==> src/rtl/i2cblm_pkg.sv <==
// Package for the I2C bit-level master: phase codes, command codes,
// phase lengths and the field widths of the stream payloads.
// Used by i2c_bit_level_master; depends on nothing else.
`default_nettype none

package i2cblm_pkg;

  // Phase lengths in ticks
  localparam logic [2:0] SHORT_PHASE_TICKS = 3'd2;
  localparam logic [2:0] LONG_PHASE_TICKS  = 3'd4;

  // Reset value of the ack timeout limit
  localparam logic [7:0] ACK_TIMEOUT_RESET = 8'd250;
  localparam logic [7:0] TIMEOUT_MAX       = 8'hFF;

  // Bits per byte and the bit counter width
  localparam logic [3:0] BYTE_BITS = 4'd8;

  // Command codes carried in the mode field
  typedef enum logic [2:0] {
    CMD_NONE  = 3'd0,
    CMD_START = 3'd1,
    CMD_STOP  = 3'd2,
    CMD_WRITE = 3'd3,
    CMD_WAIT  = 3'd4,
    CMD_READ  = 3'd5,
    CMD_RSV6  = 3'd6,
    CMD_RSV7  = 3'd7
  } cmd_t;

  // Sequencer phases, one-hot
  typedef enum logic [15:0] {
    PH_IDLE  = 16'h0001,
    PH_S1    = 16'h0002,
    PH_S2    = 16'h0004,
    PH_PA    = 16'h0008,
    PH_PB    = 16'h0010,
    PH_PC    = 16'h0020,
    PH_WSET  = 16'h0040,
    PH_WPRE  = 16'h0080,
    PH_WHIGH = 16'h0100,
    PH_ALOW  = 16'h0200,
    PH_APRE  = 16'h0400,
    PH_APOLL = 16'h0800,
    PH_AHOLD = 16'h1000,
    PH_RLOW  = 16'h2000,
    PH_RPRE  = 16'h4000,
    PH_RPOST = 16'h8000
  } phase_t;

  // Stream payload widths
  localparam int IN_DATA_W  = 16;
  localparam int IN_USER_W  = 3;
  localparam int OUT_DATA_W = 16;

  // Ticks spent in a timed phase
  function automatic logic [2:0] phase_length(input phase_t ph);
    logic [2:0] len;
    len = LONG_PHASE_TICKS;
    if (ph == PH_WSET || ph == PH_WPRE || ph == PH_APRE ||
        ph == PH_RPRE || ph == PH_RPOST) begin
      len = SHORT_PHASE_TICKS;
    end
    return len;
  endfunction

endpackage

`default_nettype wire

==> src/rtl/i2c_bit_level_master.sv <==
// I2C bit-level master sequencer: one tick per input transfer, one result
// transfer per tick. Depends on i2cblm_pkg.
`default_nettype none

// Channel   Direction  Handshake          Payload
// s_axis    in         s_tvalid/s_tready  s_tuser mode, s_tdata tick fields
// m_axis    out        m_tvalid/m_tready  m_tdata line levels and status
// cfg       in         cfg_valid/cfg_ready cfg_data ack timeout limit
//
// One tick is taken per clock while s_tready is high; its result appears in the
// output register on the next cycle. The sequencer state and the result register
// update in the same edge, so the throughput is one tick per cycle when not stalled.
// A tick is taken whenever the output register is empty or being drained.
// rst is synchronous and returns the sequencer to idle with SCL and SDA
// released and the limit at 250. cfg_ready is always high.

module i2c_bit_level_master
  import i2cblm_pkg::*;
(
  input  wire logic                  clk,
  input  wire logic                  rst,
  // tick input
  input  wire logic                  s_tvalid,
  output logic                       s_tready,
  // [7:0] tx_byte, [8] send_ack, [9] sda_level, [15:10] zero
  input  wire logic [IN_DATA_W-1:0]  s_tdata,
  // [2:0] mode
  input  wire logic [IN_USER_W-1:0]  s_tuser,
  // result output
  output logic                       m_tvalid,
  input  wire logic                  m_tready,
  // [0] scl_level, [1] sda_release, [2] busy_res, [3] done_res,
  // [11:4] rx_byte, [12] ack_missing, [15:13] zero
  output logic [OUT_DATA_W-1:0]      m_tdata,
  // configuration write
  input  wire logic                  cfg_valid,
  output logic                       cfg_ready,
  input  wire logic [7:0]            cfg_data
);

  // Sequencer state
  phase_t     phase, phase_next;
  cmd_t       active_cmd, active_cmd_next;
  logic [2:0] phase_ticks, phase_ticks_next;
  logic [3:0] bit_index, bit_index_next;
  logic [7:0] shift_data, shift_data_next;
  logic [7:0] timeout_ticks, timeout_ticks_next;
  logic       ack_choice, ack_choice_next;
  logic       scl_out, scl_out_next;
  logic       sda_out, sda_out_next;
  logic       ack_fail, ack_fail_next;
  logic [7:0] rx_hold, rx_hold_next;
  logic       done;
  logic [7:0] ack_timeout_limit;

  // Unpacked input fields
  cmd_t       mode;
  logic [7:0] tx_byte;
  logic       send_ack;
  logic       sda_level;
  logic       take;
  logic [2:0] ticks_inc;
  logic [3:0] bit_inc;
  logic [7:0] timeout_inc;

  assign mode      = cmd_t'(s_tuser[2:0]);
  assign tx_byte   = s_tdata[7:0];
  assign send_ack  = s_tdata[8];
  assign sda_level = s_tdata[9];

  assign s_tready  = !m_tvalid || m_tready;
  assign take      = s_tvalid && s_tready;
  assign cfg_ready = 1'b1;

  assign ticks_inc   = phase_ticks + 3'd1;
  assign bit_inc     = bit_index + 4'd1;
  assign timeout_inc = (timeout_ticks < TIMEOUT_MAX) ? timeout_ticks + 8'd1 : timeout_ticks;

  // Advance the sequencer by one tick
  always_comb begin
    phase_next         = phase;
    active_cmd_next    = active_cmd;
    phase_ticks_next   = phase_ticks;
    bit_index_next     = bit_index;
    shift_data_next    = shift_data;
    timeout_ticks_next = timeout_ticks;
    ack_choice_next    = ack_choice;
    scl_out_next       = scl_out;
    sda_out_next       = sda_out;
    ack_fail_next      = ack_fail;
    rx_hold_next       = rx_hold;
    done               = 1'b0;

    if (phase == PH_IDLE) begin
      phase_ticks_next = 3'd0;
      unique case (mode)
        CMD_START: begin
          scl_out_next    = 1'b1;
          sda_out_next    = 1'b1;
          phase_next      = PH_S1;
          active_cmd_next = CMD_START;
        end
        CMD_STOP: begin
          sda_out_next    = 1'b0;
          scl_out_next    = 1'b0;
          phase_next      = PH_PA;
          active_cmd_next = CMD_STOP;
        end
        CMD_WRITE: begin
          scl_out_next    = 1'b0;
          shift_data_next = tx_byte;
          bit_index_next  = 4'd0;
          phase_next      = PH_WSET;
          active_cmd_next = CMD_WRITE;
        end
        CMD_WAIT: begin
          sda_out_next       = 1'b1;
          scl_out_next       = 1'b0;
          timeout_ticks_next = 8'd0;
          ack_fail_next      = 1'b0;
          phase_next         = PH_ALOW;
          active_cmd_next    = CMD_WAIT;
        end
        CMD_READ: begin
          sda_out_next    = 1'b1;
          scl_out_next    = 1'b0;
          shift_data_next = 8'd0;
          bit_index_next  = 4'd0;
          ack_choice_next = send_ack;
          phase_next      = PH_RLOW;
          active_cmd_next = CMD_READ;
        end
        default: begin
        end
      endcase
    end else if (phase == PH_APOLL) begin
      // Count released ticks; stop the bus once past the limit
      if (sda_level) begin
        timeout_ticks_next = timeout_inc;
        if (timeout_inc > ack_timeout_limit) begin
          ack_fail_next    = 1'b1;
          sda_out_next     = 1'b0;
          scl_out_next     = 1'b0;
          active_cmd_next  = CMD_STOP;
          phase_next       = PH_PA;
          phase_ticks_next = 3'd0;
        end
      end else begin
        phase_next       = PH_AHOLD;
        phase_ticks_next = 3'd0;
      end
    end else begin
      phase_ticks_next = ticks_inc;
      if (ticks_inc >= phase_length(phase)) begin
        phase_ticks_next = 3'd0;
        unique case (phase)
          PH_S1: begin
            sda_out_next = 1'b0;
            phase_next   = PH_S2;
          end
          PH_S2: begin
            scl_out_next = 1'b0;
            phase_next   = PH_IDLE;
            done         = 1'b1;
          end
          PH_PA: begin
            scl_out_next = 1'b1;
            phase_next   = PH_PB;
          end
          PH_PB: begin
            sda_out_next = 1'b1;
            phase_next   = PH_PC;
          end
          PH_PC: begin
            scl_out_next = 1'b1;
            phase_next   = PH_IDLE;
            done         = 1'b1;
          end
          PH_WSET: begin
            // Present the next data bit, or the ack bit after a read
            if (active_cmd == CMD_READ) begin
              sda_out_next = ~ack_choice;
            end else begin
              sda_out_next    = shift_data[7];
              shift_data_next = {shift_data[6:0], 1'b0};
            end
            phase_next = PH_WPRE;
          end
          PH_WPRE: begin
            scl_out_next = 1'b1;
            phase_next   = PH_WHIGH;
          end
          PH_WHIGH: begin
            scl_out_next   = 1'b0;
            bit_index_next = bit_inc;
            if (active_cmd == CMD_READ || bit_inc >= BYTE_BITS) begin
              phase_next = PH_IDLE;
              done       = 1'b1;
            end else begin
              phase_next = PH_WSET;
            end
          end
          PH_ALOW: begin
            scl_out_next = 1'b1;
            phase_next   = PH_APRE;
          end
          PH_APRE: begin
            phase_next = PH_APOLL;
          end
          PH_AHOLD: begin
            scl_out_next = 1'b0;
            phase_next   = PH_IDLE;
            done         = 1'b1;
          end
          PH_RLOW: begin
            scl_out_next = 1'b1;
            phase_next   = PH_RPRE;
          end
          PH_RPRE: begin
            shift_data_next = {shift_data[6:0], sda_level};
            phase_next      = PH_RPOST;
          end
          PH_RPOST: begin
            scl_out_next   = 1'b0;
            bit_index_next = bit_inc;
            if (bit_inc >= BYTE_BITS) begin
              rx_hold_next = shift_data;
              phase_next   = PH_WSET;
            end else begin
              phase_next = PH_RLOW;
            end
          end
          default: begin
            phase_next = PH_IDLE;
          end
        endcase
      end
    end
  end

  // Hold the timeout limit
  always_ff @(posedge clk) begin
    if (rst) begin
      ack_timeout_limit <= ACK_TIMEOUT_RESET;
    end else if (cfg_valid && cfg_ready) begin
      ack_timeout_limit <= cfg_data;
    end
  end

  // Update sequencer state on each taken tick
  always_ff @(posedge clk) begin
    if (rst) begin
      phase         <= PH_IDLE;
      active_cmd    <= CMD_NONE;
      phase_ticks   <= 3'd0;
      bit_index     <= 4'd0;
      shift_data    <= 8'd0;
      timeout_ticks <= 8'd0;
      ack_choice    <= 1'b0;
      scl_out       <= 1'b1;
      sda_out       <= 1'b1;
      ack_fail      <= 1'b0;
      rx_hold       <= 8'd0;
    end else if (take) begin
      phase         <= phase_next;
      active_cmd    <= active_cmd_next;
      phase_ticks   <= phase_ticks_next;
      bit_index     <= bit_index_next;
      shift_data    <= shift_data_next;
      timeout_ticks <= timeout_ticks_next;
      ack_choice    <= ack_choice_next;
      scl_out       <= scl_out_next;
      sda_out       <= sda_out_next;
      ack_fail      <= ack_fail_next;
      rx_hold       <= rx_hold_next;
    end
  end

  // Result register: load on a taken tick, drop once transferred
  always_ff @(posedge clk) begin
    if (rst) begin
      m_tvalid <= 1'b0;
    end else if (take) begin
      m_tvalid <= 1'b1;
    end else if (m_tready) begin
      m_tvalid <= 1'b0;
    end
  end

  always_ff @(posedge clk) begin
    if (take) begin
      m_tdata <= {3'b000, ack_fail_next, rx_hold_next, done,
                  (phase_next != PH_IDLE), sda_out_next, scl_out_next};
    end
  end

endmodule

`default_nettype wire
==> config.mk <==
export PLATFORM = sky130hd
export DESIGN_NAME = i2c_bit_level_master
export DESIGN_NICKNAME = d
export VERILOG_FILES = /design/src/rtl/i2cblm_pkg.sv /design/src/rtl/i2c_bit_level_master.sv
export SDC_FILE = /design/constraint.sdc
export NUM_CORES = 1
export LEC_CHECK = 0
export ABC_AREA = 1
export BUFFER_PORTS_ARGS = -buffer_cell sky130_fd_sc_hd__buf_2
export CAP_MARGIN = 20
export CORE_UTILIZATION = 59
export DETAILED_ROUTE_END_ITERATION = 16
export MAX_ROUTING_LAYER = met4
export PLACE_DENSITY = 0.78
export SETUP_SLACK_MARGIN = 0.02
export SLEW_MARGIN = 10
export SYNTH_ARGS = -nofsm -noshare
export SYNTH_HDL_FRONTEND = slang
export SYNTH_SLANG_ARGS = --single-unit
==> constraint.sdc <==
create_clock -name clk -period 3.8 [get_ports clk]
set_input_delay 0 -clock clk [delete_from_list [all_inputs] [get_ports clk]]
set_output_delay 0 -clock clk [all_outputs]
set_load 0.02 [all_outputs]
==> reports/results.tsv <==
metric	value	unit
outcome	finished clean	
Least-Margin Pin Slew	638	ps
first-pass GRT wire length	19.5	mm
max_cap viols	0	
clk buf depth	2	
CTS buffer count	9	
critical path class	reg2reg	
Power Density	375	nW/um^2
Worst slew margin	57.4	%
layout cells sized above 1	13.4	%
Max H-tree Level	3	
# hold bufs at CTS	10	
cell taking the most area after synthesis	dfxtp_1	
Critical Path RT	3890	ps
Yosys top cell area share	27.5	%
drt total wl	11.5	mm
drt drc	0	
final number of hold-violating endpoints	0	
setup TNS	0	ps
ys flop type	dfxtp_1	
multiplexer share of the synthesized area	0.246	%
Layout area overhead	11.3	%
DR vias	4352	
number of global-route vias before repair	4187	
die footprint	8130	um^2
max-slew violation count	0	
1st-iter DRT viols	165	
Mapped Cells	676	
Final Power	1920	uW
gr usage total	30.7	%
crit path launch type	flop	
Seq cells post-synth	76	
Final HPWL DP	8.32	mm
clk_skew	14.5	ps
Clock Tree Root	clkbuf_8	
sequential area share after synthesis	36.0	%
top-count cell post-synth	nand2_1	
antenna violations before repair	0	
IO Pins	51	
Post-Synth Adder-Cell Area	3.55	%
DR vias/cell	5.30	
largest family of logic cells by synthesized area	simple AND/OR/NAND/NOR gates	
RSZ-0062 raised after global routing	no	
Placed Cells	795	
critical path peak fanout	8	
CORE AREA	7370	um^2
latest clock arrival within the worst-skew pair	350	ps
simple-gate share of the synthesized area	30.7	%
# rows	31	
Buffers on Ports	40	
Final Critical Period	3310	ps
post-route setup slack	490	ps
fmax	302	MHz
pre-CTS setup slack	560	ps
RePlAce Congestion	0.963	
post-cts repair resize count	0	
worst hold path type	in2reg	
CTS tree	yes	
CTS Sinks	76	
Post-synth top cells	nand2_1 (147), inv_1 (94), nor2_1 (64)	
Inserted Diodes	0	
Synth Cell Area	4590	um^2
Starting Density	62.2	%
top area cells in the synthesized netlist	dfxtp_1 (28%), nand2_1 (12%), edfxtp_1 (8.5%), inv_1 (7.7%), a21oi_1 (5.8%)	
grt total ovfl	0	
maximum VDD drop	0.221	mV
Post-CTS Setup Bufs	0	
Worst setup EP type	flop	
WP data arrival	3400	ps
largest net degree at the start of global routing	48	
Die W	90.2	um
non-filler cells, final	821	
Clock transition at path regs	90	ps
Die Height	90.2	um
drt pass-1 iters	6	
fin nets	762	
cell leakage power	0.00246	uW
distinct cell type count after synthesis	43	
Final setup viols	0	
fraction of the mapped netlist area in compound gates	16.7	%
period utilization	87.1	%
Async SR Flop Fraction	0	%
WL/cell	14.0	um
R2R setup slack	490	ps
Mean Syn Cell Area	6.78	um^2
post-route ant nets	0	
Post-Synth XOR/XNOR Area	1.34	%
Warnings, synthesis	0	
EDFF count, synth	13	
through the flow:
stage          utilization [%]  hold WS (ps)  instance area, um^2
4_1_cts                   69.3          9.11                 5100
2_1_floorplan                -           122                 4590
6_report                  69.3          17.0                 5100
3_5_place_dp              65.3           221                 4810
3_3_place_gp              65.3           213                 4810
5_1_grt                   69.3          40.4                 5100
cells by family (layout without fill, tap and decap cells):
group,after synthesis,count (layout)
buffers and inverters,127,171
xor gates and xnor gates,7,7
adders and majority gates,13,13
other,2,4
DFF,76,76
AOI/OAI and AO/OA,140,140
muxes,1,1
and+or+nand+nor,310,310
sequential cells by signal (all words and copies together), names as in the netlist:
signal and flops:
m_tvalid 1, scl_out 1, phase_ticks 3, m_tdata 13
shift_data 8, active_cmd 3, ack_choice 1, timeout_ticks 8
ack_fail 1, ack_timeout_limit 8, phase 16, bit_index 4
sda_out 1, rx_hold 8
cell type report:
cell class,instances,area [um^2]
clock buffer,10,128
clock inverter,6,62.6
fill,676,2260
inverter,100,375
multi-input combinational,475,2430
sequential,76,1650
tap,99,124
timing repair buffer,55,338
metal layers:
metal  part of all wire (%)  global-route usage, %  vias to the layer above
met1                     46                   37.0                     1975
met3                    4.0                   6.26                       20
met4                    1.8                   8.60                        0
li1                       -                      -                     2270
met5                      0                      -                        -
met2                     48                   51.9                       87
worst max-delay path, cell delays in order (launching register included):
cell and delay, ps:
dfxtp_1 400, ha_1 210, nand3_1 140, nor3_1 200, nand2_1 230, a21boi_0 380
ha_1 180, nand2_1 50, nor2_1 170, nand4_1 250, nand3_1 180, nand3_1 120
nand2_1 110, nand2_1 70, a21oi_1 230, nand3_1 120
report_power, final:
part / switching (uW) / leakage, uW / internal [uW]
Combinational: 280 / 0.00172 / 129
Clock: 308 / 0.000100 / 304
Sequential: 28.6 / 0.000642 / 866
cell usage in the layout (no fill, tap or decap), types with 3 or more instances in the layout:
cell,count
inv_1,94
nor2_2,7
clkinv_2,3
o211ai_1,4
nand4_1,14
nand3b_1,3
buf_2,40
nand2_2,3
dfxtp_1,63
o21ai_1,14
a21oi_1,53
conb_1,4
o21ai_2,3
o21ai_0,53
nor2_4,5
xnor2_1,5
nand2_1,147
nand2_4,3
nor2_1,64
nor3_1,8
a31oi_1,4
nand3_1,47
edfxtp_1,13
dlygate4sd3_1,10
ha_1,13
clkbuf_8,9
buf_4,5
inv_2,6
final timing paths:
path | start | to | cells after the start
hold reg to reg | active_cmd[1] | active_cmd[1] | 2
hold / removal | cfg_valid | ack_timeout_limit[1] | 2
setup reg to reg | timeout_ticks[1] | m_tdata[2] | 15
setup / recovery | timeout_ticks[1] | m_tdata[2] | 15
Note: power is estimated with default switching activity, not from simulation.
